## src/vtu_pkg.sv

```systemverilog
`timescale 1ns / 1ps

package vtu_pkg;

  // Register file layout
  localparam int unsigned NUM_MROWS = 4;
  localparam int unsigned NUM_NROWS = 3;
  localparam int unsigned CFG_AW    = 6;

  typedef enum logic [2:0] {
    REG_MROW0 = 3'd0,
    REG_MROW1 = 3'd1,
    REG_MROW2 = 3'd2,
    REG_MROW3 = 3'd3,
    REG_NROW0 = 3'd4,
    REG_NROW1 = 3'd5,
    REG_NROW2 = 3'd6
  } reg_idx_e;

  // Identity matrices after reset
  localparam logic [63:0] MROW0_RST = 64'h0000_0000_0000_0100;
  localparam logic [63:0] MROW1_RST = 64'h0000_0000_0100_0000;
  localparam logic [63:0] MROW2_RST = 64'h0000_0100_0000_0000;
  localparam logic [63:0] MROW3_RST = 64'h0100_0000_0000_0000;
  localparam logic [47:0] NROW0_RST = 48'h0000_0000_1000;
  localparam logic [47:0] NROW1_RST = 48'h0000_1000_0000;
  localparam logic [47:0] NROW2_RST = 48'h1000_0000_0000;

  typedef struct packed {
    logic [NUM_MROWS-1:0][63:0] mrow;
    logic [NUM_NROWS-1:0][47:0] nrow;
  } vtu_cfg_t;

  // Arithmetic unit sizes
  localparam int unsigned SQRT_RW  = 32;
  localparam int unsigned SQRT_LAT = SQRT_RW;
  localparam int unsigned PDIV_DW  = 66;
  localparam int unsigned PDIV_VW  = 50;
  localparam int unsigned PDIV_QW  = 33;
  localparam int unsigned PDIV_LAT = PDIV_QW + 1;
  localparam int unsigned NDIV_DW  = 46;
  localparam int unsigned NDIV_VW  = 32;
  localparam int unsigned NDIV_QW  = 15;
  localparam int unsigned NDIV_LAT = NDIV_QW + 1;

  // Stage numbers (stage 1 is the first register after the input)
  localparam int unsigned FLAG_STG    = 3;
  localparam int unsigned TMS_STG     = 5;
  localparam int unsigned SUMSQ_STG   = 7;
  localparam int unsigned LEN_STG     = SUMSQ_STG + SQRT_LAT;
  localparam int unsigned NDIV_IN_STG = LEN_STG + 1;
  localparam int unsigned NQ_STG      = NDIV_IN_STG + NDIV_LAT;
  localparam int unsigned PIPE_DEPTH  = NQ_STG + 1;
  localparam int unsigned PQ_STG      = FLAG_STG + PDIV_LAT;
  localparam int unsigned PENC_STG    = PQ_STG + 1;
  localparam int unsigned PENC_DLY    = NQ_STG - PENC_STG;
  localparam int unsigned TM_DLY      = LEN_STG - TMS_STG;
  localparam int unsigned NFLAG_DLY   = NQ_STG - FLAG_STG;
  localparam int unsigned PFLAG_DLY   = PQ_STG - FLAG_STG;

  typedef struct packed {
    logic [2:0] qz;
    logic [2:0] qneg;
    logic [2:0] neg;
    logic       wz;
  } pos_flag_t;

  typedef struct packed {
    logic [2:0] tneg;
    logic       nz;
  } nrm_flag_t;

  typedef struct packed {
    logic             wz;
    logic [2:0][31:0] val;
  } pos_res_t;

  // Position of the leading one (0 when zero)
  function automatic logic [4:0] msb_pos(input logic [30:0] v);
    logic [4:0] pos;
    pos = '0;
    for (int i = 0; i < 31; i++) begin
      if (v[i]) pos = 5'(i);
    end
    return pos;
  endfunction

  // Encode a quotient magnitude as saturated Q16.16
  function automatic logic [31:0] enc_pos(input logic wz, input logic qz,
                                          input logic qneg, input logic neg,
                                          input logic ovf,
                                          input logic [PDIV_QW-1:0] q);
    logic [31:0] r;
    if (wz) begin
      if (qz) r = '0;
      else if (qneg) r = 32'h8000_0000;
      else r = 32'h7FFF_FFFF;
    end else if (neg) begin
      if (ovf || q > 33'h0_8000_0000) r = 32'h8000_0000;
      else r = 32'(33'd0 - q);
    end else begin
      if (ovf || q > 33'h0_7FFF_FFFF) r = 32'h7FFF_FFFF;
      else r = q[31:0];
    end
    return r;
  endfunction

endpackage

```

## src/vtu_sqrt.sv

```systemverilog
`timescale 1ns / 1ps

// Pipelined integer square root, one root bit per stage.
module vtu_sqrt import vtu_pkg::*; #(
  parameter int unsigned RW = SQRT_RW
) (
  input  logic            clk_i,
  input  logic            en_i,
  input  logic [2*RW-1:0] s_i,
  output logic [RW-1:0]   root_o
);

  logic [2*RW-1:0] s_q    [RW];
  logic [RW+1:0]   rem_q  [RW];
  logic [RW-1:0]   root_q [RW];

  logic [RW+1:0]   cur    [RW];
  logic [RW+1:0]   trial  [RW];
  logic            ge     [RW];

  // Bring down two bits and try the next root bit
  always_comb begin
    cur[0]   = {RW'(0), s_i[2*RW-1 -: 2]};
    trial[0] = (RW+2)'(1);
    ge[0]    = (cur[0] >= trial[0]);
    for (int k = 1; k < RW; k++) begin
      cur[k]   = {rem_q[k-1][RW-1:0], s_q[k-1][2*RW-1 -: 2]};
      trial[k] = {root_q[k-1], 2'b01};
      ge[k]    = (cur[k] >= trial[k]);
    end
  end

  always_ff @(posedge clk_i) begin
    if (en_i) begin
      s_q[0]    <= s_i << 2;
      rem_q[0]  <= ge[0] ? cur[0] - trial[0] : cur[0];
      root_q[0] <= RW'(ge[0]);
      for (int k = 1; k < RW; k++) begin
        s_q[k]    <= s_q[k-1] << 2;
        rem_q[k]  <= ge[k] ? cur[k] - trial[k] : cur[k];
        root_q[k] <= {root_q[k-1][RW-2:0], ge[k]};
      end
    end
  end

  assign root_o = root_q[RW-1];

endmodule

```

## config.mk

```make
export PLATFORM = sky130hd
export DESIGN_NAME = vtu_sqrt
export DESIGN_NICKNAME = d
export VERILOG_FILES = /design/src/vtu_pkg.sv /design/src/vtu_sqrt.sv
export SDC_FILE = /design/constraint.sdc
export NUM_CORES = 2
export LEC_CHECK = 0
export BUFFER_PORTS_ARGS = -buffer_cell sky130_fd_sc_hd__buf_4
export CAP_MARGIN = 5
export CORE_ASPECT_RATIO = 0.9
export CORE_MARGIN = 2
export CORE_UTILIZATION = 40
export CTS_CLUSTER_SIZE = 10
export DETAILED_ROUTE_END_ITERATION = 16
export HOLD_SLACK_MARGIN = 0.02
export SYNTH_ARGS = -nofsm -noshare
export SYNTH_HDL_FRONTEND = slang
export SYNTH_MEMORY_MAX_BITS = 65536
export SYNTH_SLANG_ARGS = --single-unit
```

## constraint.sdc

```tcl
create_clock -name clk_i -period 4.4 [get_ports clk_i]
set_input_delay 0.88 -clock clk_i [delete_from_list [all_inputs] [get_ports clk_i]]
set_output_delay 0.88 -clock clk_i [all_outputs]
set_load 0.01 [all_outputs]
```

# [Word-level counts from Yosys, hierarchy flattened]
# Memory sizes are Yosys's and may differ from the RTL's.
# Cells that the tools add are included.
# Widths: inputs -> output; s select.
[totals] ramBits=4096 out_inout_bits=32 wordCells=101 latch_bits=0 romBits=0 reg_bits=0 mem_count=3 in_bits=66
[mem_list] name="s_q" words=32 word_bits=62 rd=31 rd_ports_with_merged_regs=0 write_ports=32 line_no="vtu_sqrt.sv:13" text="logic [2*RW-1:0] s_q [RW];"
[mem_list] name="rem_q" words=32 word_bits=34 rd=31 rd_ports_with_merged_regs=0 write_ports=32 line_no="vtu_sqrt.sv:14" text="logic [RW+1:0] rem_q [RW];"
[mem_list] name="root_q" words=32 word_bits=32 rd=32 rd_ports_with_merged_regs=0 write_ports=32 line_no="vtu_sqrt.sv:15" text="logic [RW-1:0] root_q [RW];"
[op_classes] n_bitwise=0 eq_ne=0 order_cmp=32 n_mul=0 reduce_logical=0 muxes=34 n_div=0 n_shift=0 n_addsub=32
[ops] operator="$mux 34" count=32
[ops] operator="$ge 34x34->1" count=31
[ops] operator="$sub 34x34->34" count=31
[ops] operator="$sub 2x1->3 const B" count=1
[ops] operator="$ge 2x1->1 const B" count=1
[ops] operator="$mux 1" count=2

# [Logic depth before layout (Yosys ltp)]
# An unclocked memory read counts as a cell.
[logic_depth] depth_word=3 ltp_mapped=13 ltp_nobuf=12

# [Worst setup path after synthesis]
# Ideal clock, no wire load.
[synth_timing] path_kind="register -> register" start="memory rem_q[1][408] (netlist name)" end="memory rem_q[1][458] (netlist name) (data pin)" n_path_buf=1 synth_period_minus_slack_ns=3.488 setup_ns=0.260 required_time_ns=4.140 stages_incl_launch_ff=11 arrival_ns=3.228 path_slack_ns=0.912 path_cell_list="edfxtp_1 ha_1 nor2b_1 or3_1 a21oi_1 o221ai_1 a21oi_1 o31ai_1 a21boi_1 clkbuf_1 mux2_2"
[synth_rtl] element="start: declaration" line_no="vtu_sqrt.sv:14"

==> results.ini <==
[sta]
slew_headroom = 0.2504
drv_slew = 0
holdWs_ns = 0.1985
fmax_ghz = 0.2466
tns_ns = 0
clock_skew_ns = 0.07364
period_share = 0.9217
worst_slack_ns = 0.3447
grt_setup_unrepaired = no
setup_viol = 0
period_needed_ns = 4.055
worstMarginPinSlew_ns = 1.114
finalHoldViolCount = 0

[synth]
synth_compound_area_frac = 0.09409
ys_seq_area_frac = 0.6490
synth_top_family_by_area = simple AND/OR/NAND/NOR gates
synth_cell_type_count = 85
yosys-top-cells-area = edfxtp_1, ha_1, xnor2_1
syn_inst = 8750
ys_seq_elements = 2465
ys_warn_count = 0
synth_edf_count = 2465
yosys.area_share.adder = 0.06155
synth-xor-area-share = 0.06190
netlist.area_leader.share = 0.6490
avgSynthCellArea_um2 = 13.03
synthSimpleGateAreaFrac = 0.09418
synthMuxAreaShare = 0.01078
synth_area_um2 = 114000
syn_nets = 9377
ys.flop_type = edfxtp_1
post-synth-top-area-cell = edfxtp_1
synthArstFlopShare = 0

[critical_path]
worstSetupEndpointType = flop
r2r_start = rem_q[1][442]
cp_top_family = compound AO/OA/AOI/OAI gates
reg2reg_depth = 10
crit_buf_inv = 1
slowest_delay_ns = 0.61
cp_max_fo = 61
reg2reg_setup_slack_ns = 0.34
r2r-end = rem_q[1][487]
slowest_stage = o311ai_0
critical_path_class = flop to flop
worstPathArrival_ns = 4.62
crit_chain = ha_1 > nor2b_1 > o31a_1 > nor3_1 > o311ai_1 > o311ai_0 > a21oi_1 > a41oi_4 > buf_4 > mux2_2
start_kind = flop
worstSetupPathDepth = 10
worstPathRequired_ns = 4.96

[clock_tree]
cts.path.max_buffers = 4
clk_pin_slew_ns = 0.05
cts_max_level = 5
cts_made_buffers = 298
cts_tree = built
hold_buffers = 0
insertion_delay_ns = 0.86
clock-sinks = 2465
root_buffer = clkbuf_16
cts_resized = 0
postCtsSetupBuffers = 0

[floorplanning]
chipWidth_um = 566.9
io_pins = 98
dieArea_um2 = 289400
fp.dieH_um = 510.6
floorplan.initialDensity = 0.4032
core_um2 = 282900
rows = 185

[final_layout]
finish.utilization = 0.4544
areaGrowthSynthToFinish_pct = 12.70
nets = 9745
layout_common_cells = edfxtp_1, inv_1, a21oi_1
stdcell_count = 12940
layout_commonest_cell = edfxtp_1
drive_gt1_frac = 0.07937
fin_area_um2 = 128500

[route]
postRouteAntennaNets = 0
wl_per_cell_um = 18.00
via_count = 67750
drtIter0Drc = 5420
drt_pre_antenna_iters = 5
drc_errors = 0
drt-total-wl_mm = 232.9
viasPerCell = 5.236

[power]
combPwrFrac = 0.213
cellLeakagePower_nw = 48.95
pwr_density_cell_nw_per_um2 = 526.5
power.total_mw = 67.67
clockPowerShare = 0.317
vdd_drop_max_uv = 307.8
switching_share = 0.2820
net-switching-power_mw = 19.08
seq_power_share = 0.470
internal_power_mw = 48.59

[global_routing]
grt_max_degree = 128
grt_pass1_wl_mm = 366.6
grt_usage = 0.1573
grt_pass1_vias = 66770
grt_overflow = 0
grt_antenna_before_repair = 3

[place]
place_hpwl_mm = 166.8
io_buffer_count = 97
dpl.cell_count = 12560
placed_cell_area_um2 = 120300
place_congestion = 0.9030
pre_cts_ws_ns = 0.4662

[run]
drv_cap = 0

[min_path]
hold_path_depth = 1
worstHoldStart = s_i[20]
min_to = s_q[0][20]
min_path_type = input pin to flop

[run_status]
status = finished clean

[how the worst max path moves through the flow]
stage                  startpoint             to  slack [ns]
finish              rem_q[1][442]  rem_q[1][487]        0.34
global route        rem_q[1][442]  rem_q[1][487]        0.17
CTS                 rem_q[1][442]  rem_q[1][487]        0.45
detailed placement  rem_q[0][141]  rem_q[0][191]        0.47
global placement    rem_q[1][442]  rem_q[1][480]        0.53
floorplan           rem_q[1][408]  rem_q[1][458]        0.91
[power groups by stage]
stage,Clock [mW],Sequential (mW),Combinational [mW]
after floorplan,0,31.4,10.6
after global placement,0,32.3,14.1
after detailed placement,0,32.3,14.3
after CTS,22.2,31.9,14.4
after global routing,23.1,32.1,16.2
final,21.4,31.8,14.4
[worst reg2reg max path: cells and delay by family (launching register included)]
kind / cells / cell delay [ns]
muxes: 1 / 0.44
AOI/OAI and AO/OA: 5 / 1.69
buffers and inverters: 1 / 0.49
adders and majority gates: 1 / 0.38
DFF: 1 / 0.41
and+or+nand+nor: 2 / 0.37
[cell families (layout without fill, tap and decap cells)]
family | count (synthesis) | after routing
AO/OA/AOI/OAI | 1757 | 1757
XOR/XNOR | 806 | 806
adder cells (fa/ha/maj) | 561 | 561
buffers and inverters | 863 | 1311
flip-flops | 2465 | 2465
multiplexers | 110 | 110
other | 1 | 3
AND/OR/NAND/NOR | 2187 | 2187
[Yosys cell counts (65+ instances only)]
cell type  number
xnor2_1       419
inv_1         700
edfxtp_1     2465
nor3_1        207
nand4_1        94
a21oi_1       597
o21ai_0       445
nor4_1        106
a31oi_1        65
or3_1          85
nand3_1       155
ha_1          561
xor2_1        387
nor2b_1        74
a21o_1        228
clkbuf_1      150
o21a_1         77
nor2_1        562
nand2_1       553
mux2_2        103
nand2b_1       91
[registers in the layout, summed over array words and instances, names as in the netlist]
signal  cells
rem_q     945
root_q    528
s_q       992
[metal layers]
layer / routed length [um] / track usage / vias up
met5: 0 / 0 / -
met4: 6107 / 0.04666 / 0
met1: 106700 / 0.2151 / 32750
met3: 11030 / 0.02387 / 397
met2: 109000 / 0.2595 / 1549
li1: - / - / 33060
[cell type report]
cell class / count / area [um2]
clock inverters: 45 / 454.2
inverters: 701 / 2631
fillers: 25070 / 154300
multi-input cells: 5422 / 36870
clock buffers: 335 / 7745
repair buffers: 230 / 2122
flip-flops and latches: 2465 / 74020
well taps: 3740 / 4679
diodes: 2 / 5.005
No activity file was read; power rests on OpenSTA's default activity.
