<file path="src/vtu_pkg.sv">
`timescale 1ns / 1ps

package vtu_pkg;

  // Register file layout
  localparam int unsigned NUM_MROWS = 4;
  localparam int unsigned NUM_NROWS = 3;
  localparam int unsigned CFG_AW    = 6;

  typedef enum logic [2:0] {
    REG_MROW0 = 3'd0,
    REG_MROW1 = 3'd1,
    REG_MROW2 = 3'd2,
    REG_MROW3 = 3'd3,
    REG_NROW0 = 3'd4,
    REG_NROW1 = 3'd5,
    REG_NROW2 = 3'd6
  } reg_idx_e;

  // Identity matrices after reset
  localparam logic [63:0] MROW0_RST = 64'h0000_0000_0000_0100;
  localparam logic [63:0] MROW1_RST = 64'h0000_0000_0100_0000;
  localparam logic [63:0] MROW2_RST = 64'h0000_0100_0000_0000;
  localparam logic [63:0] MROW3_RST = 64'h0100_0000_0000_0000;
  localparam logic [47:0] NROW0_RST = 48'h0000_0000_1000;
  localparam logic [47:0] NROW1_RST = 48'h0000_1000_0000;
  localparam logic [47:0] NROW2_RST = 48'h1000_0000_0000;

  typedef struct packed {
    logic [NUM_MROWS-1:0][63:0] mrow;
    logic [NUM_NROWS-1:0][47:0] nrow;
  } vtu_cfg_t;

  // Arithmetic unit sizes
  localparam int unsigned SQRT_RW  = 32;
  localparam int unsigned SQRT_LAT = SQRT_RW;
  localparam int unsigned PDIV_DW  = 66;
  localparam int unsigned PDIV_VW  = 50;
  localparam int unsigned PDIV_QW  = 33;
  localparam int unsigned PDIV_LAT = PDIV_QW + 1;
  localparam int unsigned NDIV_DW  = 46;
  localparam int unsigned NDIV_VW  = 32;
  localparam int unsigned NDIV_QW  = 15;
  localparam int unsigned NDIV_LAT = NDIV_QW + 1;

  // Stage numbers (stage 1 is the first register after the input)
  localparam int unsigned FLAG_STG    = 3;
  localparam int unsigned TMS_STG     = 5;
  localparam int unsigned SUMSQ_STG   = 7;
  localparam int unsigned LEN_STG     = SUMSQ_STG + SQRT_LAT;
  localparam int unsigned NDIV_IN_STG = LEN_STG + 1;
  localparam int unsigned NQ_STG      = NDIV_IN_STG + NDIV_LAT;
  localparam int unsigned PIPE_DEPTH  = NQ_STG + 1;
  localparam int unsigned PQ_STG      = FLAG_STG + PDIV_LAT;
  localparam int unsigned PENC_STG    = PQ_STG + 1;
  localparam int unsigned PENC_DLY    = NQ_STG - PENC_STG;
  localparam int unsigned TM_DLY      = LEN_STG - TMS_STG;
  localparam int unsigned NFLAG_DLY   = NQ_STG - FLAG_STG;
  localparam int unsigned PFLAG_DLY   = PQ_STG - FLAG_STG;

  typedef struct packed {
    logic [2:0] qz;
    logic [2:0] qneg;
    logic [2:0] neg;
    logic       wz;
  } pos_flag_t;

  typedef struct packed {
    logic [2:0] tneg;
    logic       nz;
  } nrm_flag_t;

  typedef struct packed {
    logic             wz;
    logic [2:0][31:0] val;
  } pos_res_t;

  // Position of the leading one (0 when zero)
  function automatic logic [4:0] msb_pos(input logic [30:0] v);
    logic [4:0] pos;
    pos = '0;
    for (int i = 0; i < 31; i++) begin
      if (v[i]) pos = 5'(i);
    end
    return pos;
  endfunction

  // Encode a quotient magnitude as saturated Q16.16
  function automatic logic [31:0] enc_pos(input logic wz, input logic qz,
                                          input logic qneg, input logic neg,
                                          input logic ovf,
                                          input logic [PDIV_QW-1:0] q);
    logic [31:0] r;
    if (wz) begin
      if (qz) r = '0;
      else if (qneg) r = 32'h8000_0000;
      else r = 32'h7FFF_FFFF;
    end else if (neg) begin
      if (ovf || q > 33'h0_8000_0000) r = 32'h8000_0000;
      else r = 32'(33'd0 - q);
    end else begin
      if (ovf || q > 33'h0_7FFF_FFFF) r = 32'h7FFF_FFFF;
      else r = q[31:0];
    end
    return r;
  endfunction

endpackage

</file>
<file path="src/vtu_regs.sv">
`timescale 1ns / 1ps

module vtu_regs import vtu_pkg::*; (
  input  logic              clk_i,
  input  logic              rst_ni,
  input  logic              psel,
  input  logic              penable,
  input  logic              pwrite,
  input  logic [CFG_AW-1:0] paddr,
  input  logic [63:0]       pwdata,
  output logic [63:0]       prdata,
  output logic              pready,
  output vtu_cfg_t          cfg_o
);

  vtu_cfg_t cfg_q, cfg_d;
  reg_idx_e idx;
  logic     wr_en;

  assign pready = 1'b1;
  assign idx    = reg_idx_e'(paddr[CFG_AW-1:3]);
  assign wr_en  = psel & penable & pwrite;

  // Decode the write request
  always_comb begin
    cfg_d = cfg_q;
    if (wr_en) begin
      case (idx)
        REG_MROW0: cfg_d.mrow[0] = pwdata;
        REG_MROW1: cfg_d.mrow[1] = pwdata;
        REG_MROW2: cfg_d.mrow[2] = pwdata;
        REG_MROW3: cfg_d.mrow[3] = pwdata;
        REG_NROW0: cfg_d.nrow[0] = pwdata[47:0];
        REG_NROW1: cfg_d.nrow[1] = pwdata[47:0];
        REG_NROW2: cfg_d.nrow[2] = pwdata[47:0];
        default:   cfg_d = cfg_q;
      endcase
    end
  end

  always_ff @(posedge clk_i or negedge rst_ni) begin
    if (!rst_ni) begin
      cfg_q.mrow[0] <= MROW0_RST;
      cfg_q.mrow[1] <= MROW1_RST;
      cfg_q.mrow[2] <= MROW2_RST;
      cfg_q.mrow[3] <= MROW3_RST;
      cfg_q.nrow[0] <= NROW0_RST;
      cfg_q.nrow[1] <= NROW1_RST;
      cfg_q.nrow[2] <= NROW2_RST;
    end else begin
      cfg_q <= cfg_d;
    end
  end

  // Read back
  always_comb begin
    case (idx)
      REG_MROW0: prdata = cfg_q.mrow[0];
      REG_MROW1: prdata = cfg_q.mrow[1];
      REG_MROW2: prdata = cfg_q.mrow[2];
      REG_MROW3: prdata = cfg_q.mrow[3];
      REG_NROW0: prdata = 64'(cfg_q.nrow[0]);
      REG_NROW1: prdata = 64'(cfg_q.nrow[1]);
      REG_NROW2: prdata = 64'(cfg_q.nrow[2]);
      default:   prdata = '0;
    endcase
  end

  assign cfg_o = cfg_q;

endmodule

</file>
<file path="config.mk">
export PLATFORM = sky130hd
export DESIGN_NAME = vtu_regs
export DESIGN_NICKNAME = d
export VERILOG_FILES = /design/src/vtu_pkg.sv /design/src/vtu_regs.sv
export SDC_FILE = /design/constraint.sdc
export NUM_CORES = 1
export LEC_CHECK = 0
export ABC_AREA = 1
export BUFFER_PORTS_ARGS = -buffer_cell sky130_fd_sc_hd__buf_2
export CORE_MARGIN = 3
export CORE_UTILIZATION = 40
export CTS_CLUSTER_SIZE = 40
export DETAILED_ROUTE_END_ITERATION = 8
export GPL_ROUTABILITY_DRIVEN = 0
export GPL_TIMING_DRIVEN = 0
export SLEW_MARGIN = 40
export SYNTH_ARGS = -nofsm -noshare
export SYNTH_HDL_FRONTEND = slang
export SYNTH_SLANG_ARGS = --single-unit
</file>
<file path="constraint.sdc">
create_clock -name clk_i -period 2.1 [get_ports clk_i]
set_input_delay 0.21 -clock clk_i [delete_from_list [all_inputs] [get_ports clk_i]]
set_output_delay 0.21 -clock clk_i [all_outputs]
set_load 0.03 [all_outputs]
</file>
; Word-level counts from Yosys, hierarchy flattened
; Index checks and enable logic that the tools add are counted.
[word_totals]
word_cells = 24
in_bits = 75
reg_bits = 400
out_inout_bits = 465
[op_classes]
reduce_logical = 8
n_eq_ne = 6
n_mux = 1
n_bitwise = 2
[op_table]
columns = cell, count
row1 = $pmux W64 S7, 1
row2 = $reduce_and A2 Y1, 7
row3 = $eq A3 B3 Y1 const B, 3
row4 = $eq A3 B2 Y1 const B, 2
row5 = $eq A3 B1 Y1 const B, 1
row6 = $logic_not A3 Y1, 1
row7 = $and A1 B1 Y1, 2

; Depth between registers and ports, before layout
[logic_depth]
depth_word = 3
depth_mapped = 9
mapped_depth_nobuf = 6

; Least setup slack after synthesis
; Ideal clock, no wire load.
[synth_timing]
path_type = input to output
start = input port paddr[4]
end = output port prdata[13]
path_slack_ps = 587
n_path_buf = 3
stages = 8
required_ps = 1890
arrival_ps = 1303
path_cell_list = buf_4 -> inv_4 -> buf_2 -> buf_1 -> nand4_1 -> nand2_1 -> nor2_1 -> nand2_1
[synth_via]
elab_chain_len = 2
elab_cells_between_ends = 8
cone_classes = 6 x eq/ne / 1 x mux / 1 x reduce/logical
[synth_rtl]
columns = item, line
row1 = start: declaration, vtu_regs.sv:9  ; input logic [CFG_AW-1:0] paddr,
row2 = $eq A3 B3 Y1 (tied with other cells), vtu_regs.sv:57  ; case (idx)
row3 = $pmux W64 S7 *, vtu_regs.sv:57
row4 = end: declaration, vtu_regs.sv:11  ; output logic [63:0] prdata,
; Every way passes the cells marked *; elsewhere a longest branch is shown, timed or not.

; Worst setup path after layout
; Ends and elaborated chain as after synthesis.

==> impl_metrics.yaml <==
outcome:
  status: "finished with violations"
  violations: "setup timing"
yosys:
  synth-seq-area-share_pct: 51.5
  synth_cells: 2533
  synth_area_mm2: 0.0194
  ys_warn_count: 0
  synth_compound_area_share_pct: 10.4
  synth_top_family_by_area: "simple AND/OR/NAND/NOR gates"
  synthAdderAreaFrac_pct: 0
  synth_mux_area_share_pct: 0
  synth_seq_cells: 400
  synth_cell_type_count: 22
  synthSimpleGateAreaFrac_pct: 30.8
  syn-num-nets: 2608
  synth_xor_area_share_pct: 0
  syn_area_per_cell_um2: 7.67
detailed_routing:
  drc: 0
  dr_total_vias: 22800
  postRouteWirelength_um: 108000
  ant_nets: 0
  vias_per_cell: 5.93
  wl_per_cell_um: 28.2
  drt-initial-drc-count: 2814
  drtPass1Iterations: 6
clock_network:
  clk_pin_slew_worst_paths_ps: 60
  cts_sinks: 400
  clockRootBuffer: "clkbuf_16"
  cts_tree: "done"
  cts_buffers: 46
  htree_levels: 2
  cts_buffer_depth: 3
  clock_latency_ps: 570
critical_path:
  cp_max_fo: 10
  path_class: "input port to primary output"
  crit_path_cell_trace: "buf_4 > nor2_4 > buf_2 > buf_2 > nand3_1 > nand2_1 > nor2_1 > nand2_1 > buf_2"
  slowest_delay_ps: 460
  cp_data_required_time_ps: 1890
  start_kind: "input port"
  arrival_ps: 1940
  cpMostUsedCell: "buf_2"
  slowest_stage: "buf_2"
  end_kind: "primary output"
timing:
  worstMarginPinSlew_ps: 923
  period_needed_ps: 2150
  slew_headroom_pct: 38.5
  holdWs_ps: 112
  finalHoldViolations: 0
  setup_viol: 9
  clock_skew_ps: 0
  setup_slack_ps: -53.1
  post-route-period-util_pct: 103
  fmax_mhz: 464
  final_max_slew_viol_count: 0
  rsz0062_at_grt: "yes"
floorplan:
  io_pins: 540
  fp.dieArea_mm2: 0.0513
  fp-row-count: 80
  fp.coreArea_mm2: 0.0478
  start_util_pct: 40.6
  die_w_um: 226
  die_h_um: 226
layout:
  largest_reg_flops: 400
  instances_no_fill: 3837
  fin_nets: 3261
  drive_above_1_share_pct: 24.3
  syn2layout_area_growth_pct: 31.3
place:
  place_inst: 3687
  hpwl_um: 75500
  portBuffers: 533
min_path:
  hp-class: "input port to async pin"
global_routing:
  antenna_found_initial: 2
  grt_pass1_vias: 21400
  grt_pass1_wl_um: 151000
  grt.total_usage_pct: 40.9
  grt_overflow_total: 0
  grt_max_degree: 67
power_and_ir_drop:
  irDropWorstVdd_uv: 788
  p_leak_uw: 0.0142
  p_total_uw: 28400
  powerDensity_mw_per_mm2: 1110
run:
  cap_violations: 0
==> layout make-up <==
cell class | instances | area, µm²
multi-input cells | 1792 | 8000
clock inverters | 20 | 329
plain buffers | 221 | 1110
well taps | 615 | 769
flip-flops and latches | 400 | 10000
diodes | 1 | 2.50
repair buffers | 605 | 3500
inverters | 120 | 453
clock buffers | 63 | 1340
fillers | 4709 | 22300
==> synth_stat cells (all sizes together) <==
cell type  number  area [µm²]
dfrtp         393        9830
nor2          151         577
clkbuf        110         417
nand3         117         596
o21ai         401        2010
nor3            1        10.0
nand2         883        3310
dfstp           7         184
a21oi           1        5.00
buf           111         553
inv           120         453
nand4         237        1480
conb            1        3.75
==> critical path: cells and delay by family <==
| kind | cells | cell delay, ps |
|---|---|---|
| simple gates | 5 | 560 |
| buf+inv | 4 | 1180 |
==> stage by stage <==
| step | instance area [µm²] | setup WS [ps] | TNS, ps | utilization, % |
|---|---|---|---|---|
| 2_1_floorplan | 19400 | 587 | 0 | - |
| 3_3_place_gp | 22900 | -7340 | -2922770 | 47.8 |
| 3_5_place_dp | 23100 | -289 | -24860 | 48.2 |
| 4_1_cts | 25400 | -37.6 | -130 | 53.2 |
| 5_1_grt | 25500 | -73.5 | -611 | 53.3 |
| 6_report | 25500 | -53.1 | -198 | 53.3 |
==> layer usage <==
layer	GRT usage (%)	vias up	share of wire, %	routed length, µm
li1	-	9712	-	-
met1	51.8	10900	37	39700
met2	62.0	1727	44	47400
met3	14.6	371	14	14800
met4	20.8	2	6.0	6550
met5	0	-	0.012	13
==> cell families (layout without fill, tap and decap cells) <==
| family | after synthesis | after routing |
|---|---|---|
| and+or+nand+nor | 1389 | 1389 |
| AOI/OAI and AO/OA | 402 | 402 |
| DFF | 400 | 400 |
| buffers and inverters | 341 | 1029 |
| other | 1 | 2 |
==> power breakdown <==
part           internal, µW  switching, µW
registers              9160           1470
clock network          5540           3480
logic                  2120           6610
total                 16800          11600
==> final timing paths <==
path,cells past startpoint,from,slack (ps),end
setup / recovery,9,paddr[4],-50,prdata[13]
hold / removal,2,rst_ni,110,cfg_o[326]
setup reg to reg,2,cfg_o[140],1290,cfg_o[140]
hold reg to reg,2,cfg_o[392],500,cfg_o[392]
max in group asynchronous,6,rst_ni,280,cfg_o[12]
min in group clk_i,6,paddr[5],240,cfg_o[191]
==> layout by cell type, fill, tap and decap left out, drive strengths merged <==
master / count
clkdlybuf4s15: 2
nand2: 883
o21ai: 401
nor2: 151
bufinv: 9
dfstp: 7
clkbuf: 182
nor3: 1
dfrtp: 393
buf: 640
clkinv: 10
conb: 1
nand3: 117
diode: 1
dlygate4sd3: 65
inv: 121
a21oi: 1
nand4: 237
==> timing repair <==
item                                    4_1_cts  5_1_grt
hold buffers                                 65        0
setup buffers                                 0        0
endpoints found under the setup margin       55       51
gates resized for setup                      30       46
hold endpoints to repair                    457        0
Note: power is estimated with default switching activity, not from simulation.
