$ cat src/vtu_pkg.sv
`timescale 1ns / 1ps

package vtu_pkg;

  // Register file layout
  localparam int unsigned NUM_MROWS = 4;
  localparam int unsigned NUM_NROWS = 3;
  localparam int unsigned CFG_AW    = 6;

  typedef enum logic [2:0] {
    REG_MROW0 = 3'd0,
    REG_MROW1 = 3'd1,
    REG_MROW2 = 3'd2,
    REG_MROW3 = 3'd3,
    REG_NROW0 = 3'd4,
    REG_NROW1 = 3'd5,
    REG_NROW2 = 3'd6
  } reg_idx_e;

  // Identity matrices after reset
  localparam logic [63:0] MROW0_RST = 64'h0000_0000_0000_0100;
  localparam logic [63:0] MROW1_RST = 64'h0000_0000_0100_0000;
  localparam logic [63:0] MROW2_RST = 64'h0000_0100_0000_0000;
  localparam logic [63:0] MROW3_RST = 64'h0100_0000_0000_0000;
  localparam logic [47:0] NROW0_RST = 48'h0000_0000_1000;
  localparam logic [47:0] NROW1_RST = 48'h0000_1000_0000;
  localparam logic [47:0] NROW2_RST = 48'h1000_0000_0000;

  typedef struct packed {
    logic [NUM_MROWS-1:0][63:0] mrow;
    logic [NUM_NROWS-1:0][47:0] nrow;
  } vtu_cfg_t;

  // Arithmetic unit sizes
  localparam int unsigned SQRT_RW  = 32;
  localparam int unsigned SQRT_LAT = SQRT_RW;
  localparam int unsigned PDIV_DW  = 66;
  localparam int unsigned PDIV_VW  = 50;
  localparam int unsigned PDIV_QW  = 33;
  localparam int unsigned PDIV_LAT = PDIV_QW + 1;
  localparam int unsigned NDIV_DW  = 46;
  localparam int unsigned NDIV_VW  = 32;
  localparam int unsigned NDIV_QW  = 15;
  localparam int unsigned NDIV_LAT = NDIV_QW + 1;

  // Stage numbers (stage 1 is the first register after the input)
  localparam int unsigned FLAG_STG    = 3;
  localparam int unsigned TMS_STG     = 5;
  localparam int unsigned SUMSQ_STG   = 7;
  localparam int unsigned LEN_STG     = SUMSQ_STG + SQRT_LAT;
  localparam int unsigned NDIV_IN_STG = LEN_STG + 1;
  localparam int unsigned NQ_STG      = NDIV_IN_STG + NDIV_LAT;
  localparam int unsigned PIPE_DEPTH  = NQ_STG + 1;
  localparam int unsigned PQ_STG      = FLAG_STG + PDIV_LAT;
  localparam int unsigned PENC_STG    = PQ_STG + 1;
  localparam int unsigned PENC_DLY    = NQ_STG - PENC_STG;
  localparam int unsigned TM_DLY      = LEN_STG - TMS_STG;
  localparam int unsigned NFLAG_DLY   = NQ_STG - FLAG_STG;
  localparam int unsigned PFLAG_DLY   = PQ_STG - FLAG_STG;

  typedef struct packed {
    logic [2:0] qz;
    logic [2:0] qneg;
    logic [2:0] neg;
    logic       wz;
  } pos_flag_t;

  typedef struct packed {
    logic [2:0] tneg;
    logic       nz;
  } nrm_flag_t;

  typedef struct packed {
    logic             wz;
    logic [2:0][31:0] val;
  } pos_res_t;

  // Position of the leading one (0 when zero)
  function automatic logic [4:0] msb_pos(input logic [30:0] v);
    logic [4:0] pos;
    pos = '0;
    for (int i = 0; i < 31; i++) begin
      if (v[i]) pos = 5'(i);
    end
    return pos;
  endfunction

  // Encode a quotient magnitude as saturated Q16.16
  function automatic logic [31:0] enc_pos(input logic wz, input logic qz,
                                          input logic qneg, input logic neg,
                                          input logic ovf,
                                          input logic [PDIV_QW-1:0] q);
    logic [31:0] r;
    if (wz) begin
      if (qz) r = '0;
      else if (qneg) r = 32'h8000_0000;
      else r = 32'h7FFF_FFFF;
    end else if (neg) begin
      if (ovf || q > 33'h0_8000_0000) r = 32'h8000_0000;
      else r = 32'(33'd0 - q);
    end else begin
      if (ovf || q > 33'h0_7FFF_FFFF) r = 32'h7FFF_FFFF;
      else r = q[31:0];
    end
    return r;
  endfunction

endpackage

$ cat src/vtu_div.sv
`timescale 1ns / 1ps

// Pipelined restoring divider, one quotient bit per stage.
// ovf_o marks a quotient that does not fit in QW bits.
module vtu_div import vtu_pkg::*; #(
  parameter int unsigned DW = NDIV_DW,
  parameter int unsigned VW = NDIV_VW,
  parameter int unsigned QW = NDIV_QW
) (
  input  logic          clk_i,
  input  logic          en_i,
  input  logic [DW-1:0] dvd_i,
  input  logic [VW-1:0] dvs_i,
  output logic [QW-1:0] quo_o,
  output logic          ovf_o
);

  localparam int unsigned HW = DW - QW;
  localparam int unsigned CW = (HW > VW) ? HW : VW;

  logic [VW-1:0] rem_q [QW+1];
  logic [VW-1:0] dvs_q [QW+1];
  logic [QW-1:0] lo_q  [QW+1];
  logic [QW-1:0] quo_q [QW+1];
  logic          ovf_q [QW+1];

  logic [VW:0]   trial [QW+1];
  logic [VW:0]   diff  [QW+1];
  logic          ge    [QW+1];

  // Trial subtract per stage
  always_comb begin
    trial[0] = '0;
    diff[0]  = '0;
    ge[0]    = 1'b0;
    for (int k = 1; k <= QW; k++) begin
      trial[k] = {rem_q[k-1], lo_q[k-1][QW-1]};
      diff[k]  = trial[k] - {1'b0, dvs_q[k-1]};
      ge[k]    = (trial[k] >= {1'b0, dvs_q[k-1]});
    end
  end

  always_ff @(posedge clk_i) begin
    if (en_i) begin
      rem_q[0] <= VW'(dvd_i[DW-1:QW]);
      ovf_q[0] <= (CW'(dvd_i[DW-1:QW]) >= CW'(dvs_i));
      dvs_q[0] <= dvs_i;
      lo_q[0]  <= dvd_i[QW-1:0];
      quo_q[0] <= '0;
      for (int k = 1; k <= QW; k++) begin
        rem_q[k] <= ge[k] ? diff[k][VW-1:0] : trial[k][VW-1:0];
        dvs_q[k] <= dvs_q[k-1];
        lo_q[k]  <= lo_q[k-1] << 1;
        quo_q[k] <= {quo_q[k-1][QW-2:0], ge[k]};
        ovf_q[k] <= ovf_q[k-1];
      end
    end
  end

  assign quo_o = quo_q[QW];
  assign ovf_o = ovf_q[QW];

endmodule

$ cat config.mk
export PLATFORM = sky130hd
export DESIGN_NAME = vtu_div
export DESIGN_NICKNAME = d
export VERILOG_FILES = /design/src/vtu_pkg.sv /design/src/vtu_div.sv
export SDC_FILE = /design/constraint.sdc
export NUM_CORES = 2
export LEC_CHECK = 0
export ABC_AREA = 1
export BUFFER_PORTS_ARGS = -buffer_cell sky130_fd_sc_hd__buf_4
export CORE_UTILIZATION = 60
export CTS_BUF_LIST = sky130_fd_sc_hd__clkbuf_8
export DETAILED_ROUTE_END_ITERATION = 10
export PLACE_DENSITY = 0.85
export REMOVE_ABC_BUFFERS = 1
export SYNTH_ARGS = -nofsm -noshare
export SYNTH_HDL_FRONTEND = slang
export SYNTH_SLANG_ARGS = --single-unit
$ cat constraint.sdc
create_clock -name clk_i -period 5.1 [get_ports clk_i]
set_input_delay 0 -clock clk_i [delete_from_list [all_inputs] [get_ports clk_i]]
set_output_delay 0 -clock clk_i [all_outputs]
set_load 0.05 [all_outputs]
; After elaboration in Yosys (flattened, before gate mapping)
; Memory sizes are Yosys's and may differ from the RTL's.
; Index checks and enable logic that the tools add are counted.
; W data, S select, Z words.
[op_classes]
n_addsub = 15
mul = 0
div = 0
n_lt_le_gt_ge = 16
eq_ne = 0
shifts = 0
n_mux = 17
n_bitwise = 0
reduce_logical = 0
[ops]
columns = cell, n
row1 = $ge A33 B32 Y1, 15
row2 = $mux W32, 15
row3 = $sub A32 B32 Y32, 15
row4 = $ge A31 B32 Y1, 1
row5 = $mux W1, 2
[word_totals]
regBits = 0
latchBits = 0
mem_bits_rw = 1520
mem_bits_ro = 0
inputBits = 80
out_inout_bits = 16
elab_cells = 53
n_memories = 5
[memory_table]
columns = memory, words, word_bits, rd, rd_ports_with_merged_regs, write_ports, line
row1 = dvs_q, 16, 32, 15, 0, 16, vtu_div.sv:22  ; logic [VW-1:0] dvs_q [QW+1];
row2 = rem_q, 16, 32, 15, 0, 16, vtu_div.sv:21  ; logic [VW-1:0] rem_q [QW+1];
row3 = lo_q, 16, 15, 15, 0, 16, vtu_div.sv:23  ; logic [QW-1:0] lo_q [QW+1];
row4 = quo_q, 16, 15, 16, 0, 16, vtu_div.sv:24  ; logic [QW-1:0] quo_q [QW+1];
row5 = ovf_q, 16, 1, 16, 0, 16, vtu_div.sv:25  ; logic ovf_q [QW+1];

; Depth between registers and ports, before layout
; An unclocked memory read counts as a cell.
[depth]
depth_word = 3
mapped_depth = 16
depth_no_buf = 15

; Worst setup path after synthesis
; Ideal clock, no wire load.
[synth_timing]
path_type = register to register
startpoint = mem rem_q[1][131] (netlist bit)
endpoint = mem rem_q[1][183] (netlist bit), data pin
setup_ns = 0.252
arrival_ns = 1.759
required_time_ns = 4.848
setup_slack_ns = 3.088
stages_incl_launch_ff = 14
period_less_slack_ns = 2.012
cell_sequence = edfxtp_1 > ha_1 > nand2_1 > nand2_1 > nand3b_2 > nand2_2 > nand2_4 > nand2_4 > nand2_2 > nand2_4 > nand2_8 > buf_12 > nand2_1 > nand2_1
[synth_lines]
columns = item, line
row1 = "start, declared", vtu_div.sv:21

==> flow_metrics.env <==
export IMPL_r2r_end="rem_q[0][65]"
export IMPL_route_detailed_vias_per_inst=5.45
export IMPL_gp_congestion=1.01
export IMPL_placed_area_sq_um=84200
export IMPL_layout_commonest_cell="sky130_fd_sc_hd__nand2_1"
export IMPL_yosys_warnings=0
export IMPL_hold_path_endpoint="lo_q[0][9]"
export IMPL_hold_crit_start="en_i"
export IMPL_ctsHoldBuffers=157
export IMPL_final_antenna_net_count=0
export IMPL_worstPathBufferInverterCount=1
export IMPL_syn_to_final_growth_pct=9.25
export IMPL_cts_root_to_sink_buffers=3
export IMPL_core_area_sq_um=135000
export IMPL_run_status="finished clean"
export IMPL_critical_path_startpoint_type="register"
export IMPL_floorplan_die_width_um=372
export IMPL_grt_first_pass_wirelength_um=394000
export IMPL_period_share_pct=72.0
export IMPL_syn_inst=10682
export IMPL_critical_path_required_ns=5.80
export IMPL_total_power_mw=51.5
export IMPL_crit_chain="inv_1 > ha_1 > a21oi_1 > o21ai_1 > a21oi_1 > nand2_1 > nor2_4 > nand2_8 > o21ai_0"
export IMPL_critical_path_class="reg -> reg"
export IMPL_path_common_cell="sky130_fd_sc_hd__a21oi_1"
export IMPL_ys_top_cells_by_area="sky130_fd_sc_hd__edfxtp_1, sky130_fd_sc_hd__nand2_1, sky130_fd_sc_hd__inv_1"
export IMPL_global_route_usage_met2_pct=63.4
export IMPL_globalRouteMet3Util_pct=6.81
export IMPL_clk_latency_ns=0.99
export IMPL_finish_instance_area_sq_um=89600
export IMPL_cp_top_family="compound AO/OA/AOI/OAI gates"
export IMPL_drt_iter0_drc=7063
export IMPL_finalSetupViolations=0
export IMPL_critical_path_max_fanout=35
export IMPL_cts_tree="built"
export IMPL_skew_ns=0.0515
export IMPL_final_fill_count=11467
export IMPL_hold_path_cell_count=2
export IMPL_synth_largest_area_cell="sky130_fd_sc_hd__edfxtp_1"
export IMPL_synthesis_area_sq_um=82000
export IMPL_detail_routed_net_length_per_standard_cell_um=20.4
export IMPL_hp_class="in -> reg"
export IMPL_remaining_drc_errors=0
export IMPL_hold_viol_final=0
export IMPL_maxCapViolCount=0
export IMPL_antenna_found_initial=14
export IMPL_grt_max_degree=159
export IMPL_postCtsResizedCells=0
export IMPL_reg2reg_setup_slack_ns=1.43
export IMPL_layout_min_cycle_time_ns=3.67
export IMPL_final_layout_size_suffix_gt1_share_pct=6.17
export IMPL_post_synth_top_area_fraction_pct=44.5
export IMPL_boundaryPins=96
export IMPL_cts_num_sinks=1215
export IMPL_arrival_ns=4.37
export IMPL_timing_critical_path_slowest_stage_cell="sky130_fd_sc_hd__nor2_4"
export IMPL_grt_busiest_layer="met2"
export IMPL_postCtsSetupRepairBufs=0
export IMPL_cts_buffers_inserted=199
export IMPL_register_area_sq_um=36500
export IMPL_dpl_hpwl_um=205000
export IMPL_number_of_global_route_vias_before_repair=68246
export IMPL_max_slew_margin_pct=30.2
export IMPL_final_slew_violations=0
export IMPL_power_density_nw_per_um2=575
export IMPL_port_buffer_count=95
export IMPL_reg2regPathDepth=9
export IMPL_grt_met1_usage_pct=44.4
export IMPL_path_clk_slew_ns=0.07
export IMPL_synth_area_per_cell_sq_um=7.68
export IMPL_global_route_overflow=0
export IMPL_synth_ff_latch_count=1215
export IMPL_p_leak_nw=46.9
export IMPL_grt_use_total_pct=38.1
export IMPL_worst_setup_path_end_kind="register"
export IMPL_fp_row_count=135
export IMPL_sum_of_negative_setup_slack_ns=0
export IMPL_htreeDepth=4
export IMPL_rsz0062_at_grt="no"
export IMPL_die_height_um=372
export IMPL_timing_worst_slew_pin_value_ns=1.05
export IMPL_detail_route_first_pass_iterations=8
export IMPL_timing_critical_path_slowest_cell_delay_ns=0.68
export IMPL_max_ir_drop_vdd_mv=0.377
export IMPL_seq_area_frac_synth_pct=44.5
export IMPL_detail_route_wirelength_um=264000
export IMPL_worst_r2r_startpoint="dvs_q[0][60]"
export IMPL_top_library_cells_by_usage_in_the_layout_fill_and_taps_aside="sky130_fd_sc_hd__nand2_1, sky130_fd_sc_hd__inv_1, sky130_fd_sc_hd__edfxtp_1, sky130_fd_sc_hd__nand3_1, sky130_fd_sc_hd__nor2_1"
export IMPL_clock_root_buffer="sky130_fd_sc_hd__clkbuf_8"
export IMPL_dr_total_vias=70732
export IMPL_multi_input_area_sq_um=36000
export IMPL_start_util_pct=60.5
export IMPL_die_area_sq_um=138000
export IMPL_synthDistinctLibCells=36
export IMPL_fmaxAchievable_mhz=272
export IMPL_layout_nets=11627
==> through the flow <==
stage / hold slack [ns] / std cells / utilization [%] / setup WS (ns)
finish: 0.161 / 12969 / 66.1 / 1.43
global route: 0.191 / 12967 / 66.1 / 1.26
CTS: 0.189 / 12964 / 66.1 / 1.45
detailed placement: 0.179 / 12445 / 62.2 / 1.49
global placement: 0.178 / 12445 / 62.2 / 1.54
floorplan: 0.0989 / 10536 / - / 2.46
==> power by group <==
group	switching [mW]	total [mW]	internal, mW
Clock	4.19	8.41	4.21
Combinational	18.5	26.7	8.20
Sequential	2.00	16.4	14.4
==> per-layer routing <==
layer | share of wire [%] | vias to the layer above
met3 | 7.5 | 862
met2 | 47 | 3354
met1 | 38 | 32390
met5 | 0.027 | -
met4 | 7.9 | 12
li1 | - | 34114
==> synthesized netlist by cell type, drive strengths merged <==
cell type / instances
edfxtp: 1215
nand2: 4105
fa: 14
or2: 6
o211ai: 1
inv: 2235
nor4: 3
and2: 67
o21bai: 21
a21o: 5
a21oi: 304
nor2: 619
o21ai: 38
buf: 146
nand4: 44
xor2: 180
nand3: 914
ha: 511
nor3: 130
nand3b: 106
xnor2: 18
==> worst max path at each step <==
stage             startpoint             to  slack (ns)  cells past startpoint
6_report        dvs_q[0][60]   rem_q[0][65]        1.43                      9
3_5_place_dp    dvs_q[0][60]   rem_q[0][65]        1.49                      9
2_1_floorplan  rem_q[0][219]  rem_q[0][224]        2.46                      9
5_1_grt         dvs_q[0][60]   rem_q[0][65]        1.26                      9
4_1_cts         dvs_q[0][60]   rem_q[0][65]        1.45                      9
3_3_place_gp    dvs_q[0][60]   rem_q[0][65]        1.54                      9
==> layout make-up <==
class,count,area share (%)
timing repair buffer,285,2.94
clock inverter,162,1.19
clock buffer,200,3.07
tap,1781,2.49
sequential,1215,40.7
antenna,5,0.0140
multi-input combinational,7086,40.2
inverter,2235,9.36
==> registers in the layout, summed over array words and instances (netlist names) <==
| name | flops |
|---|---|
| quo_q | 120 |
| lo_q | 120 |
| ovf_q | 16 |
| rem_q | 479 |
| dvs_q | 480 |
==> kinds of logic after synthesis <==
family | count (synthesis) | share of synthesized area [%]
AO/OA/AOI/OAI | 369 | 2.34
XOR/XNOR | 198 | 2.11
adder cells (fa/ha/maj) | 525 | 8.14
buffers and inverters | 2381 | 11.6
flip-flops | 1215 | 44.5
AND/OR/NAND/NOR | 5994 | 31.3
==> worst register-to-register path: cells and delay by family (launching register included) <==
kind / cells / cell delay (ns)
compound gates: 4 / 1.22
simple gates: 3 / 1.18
flops: 1 / 0.41
fa+ha+maj: 1 / 0.35
buf+inv: 1 / 0.23
(Power assumes the default switching activity.)
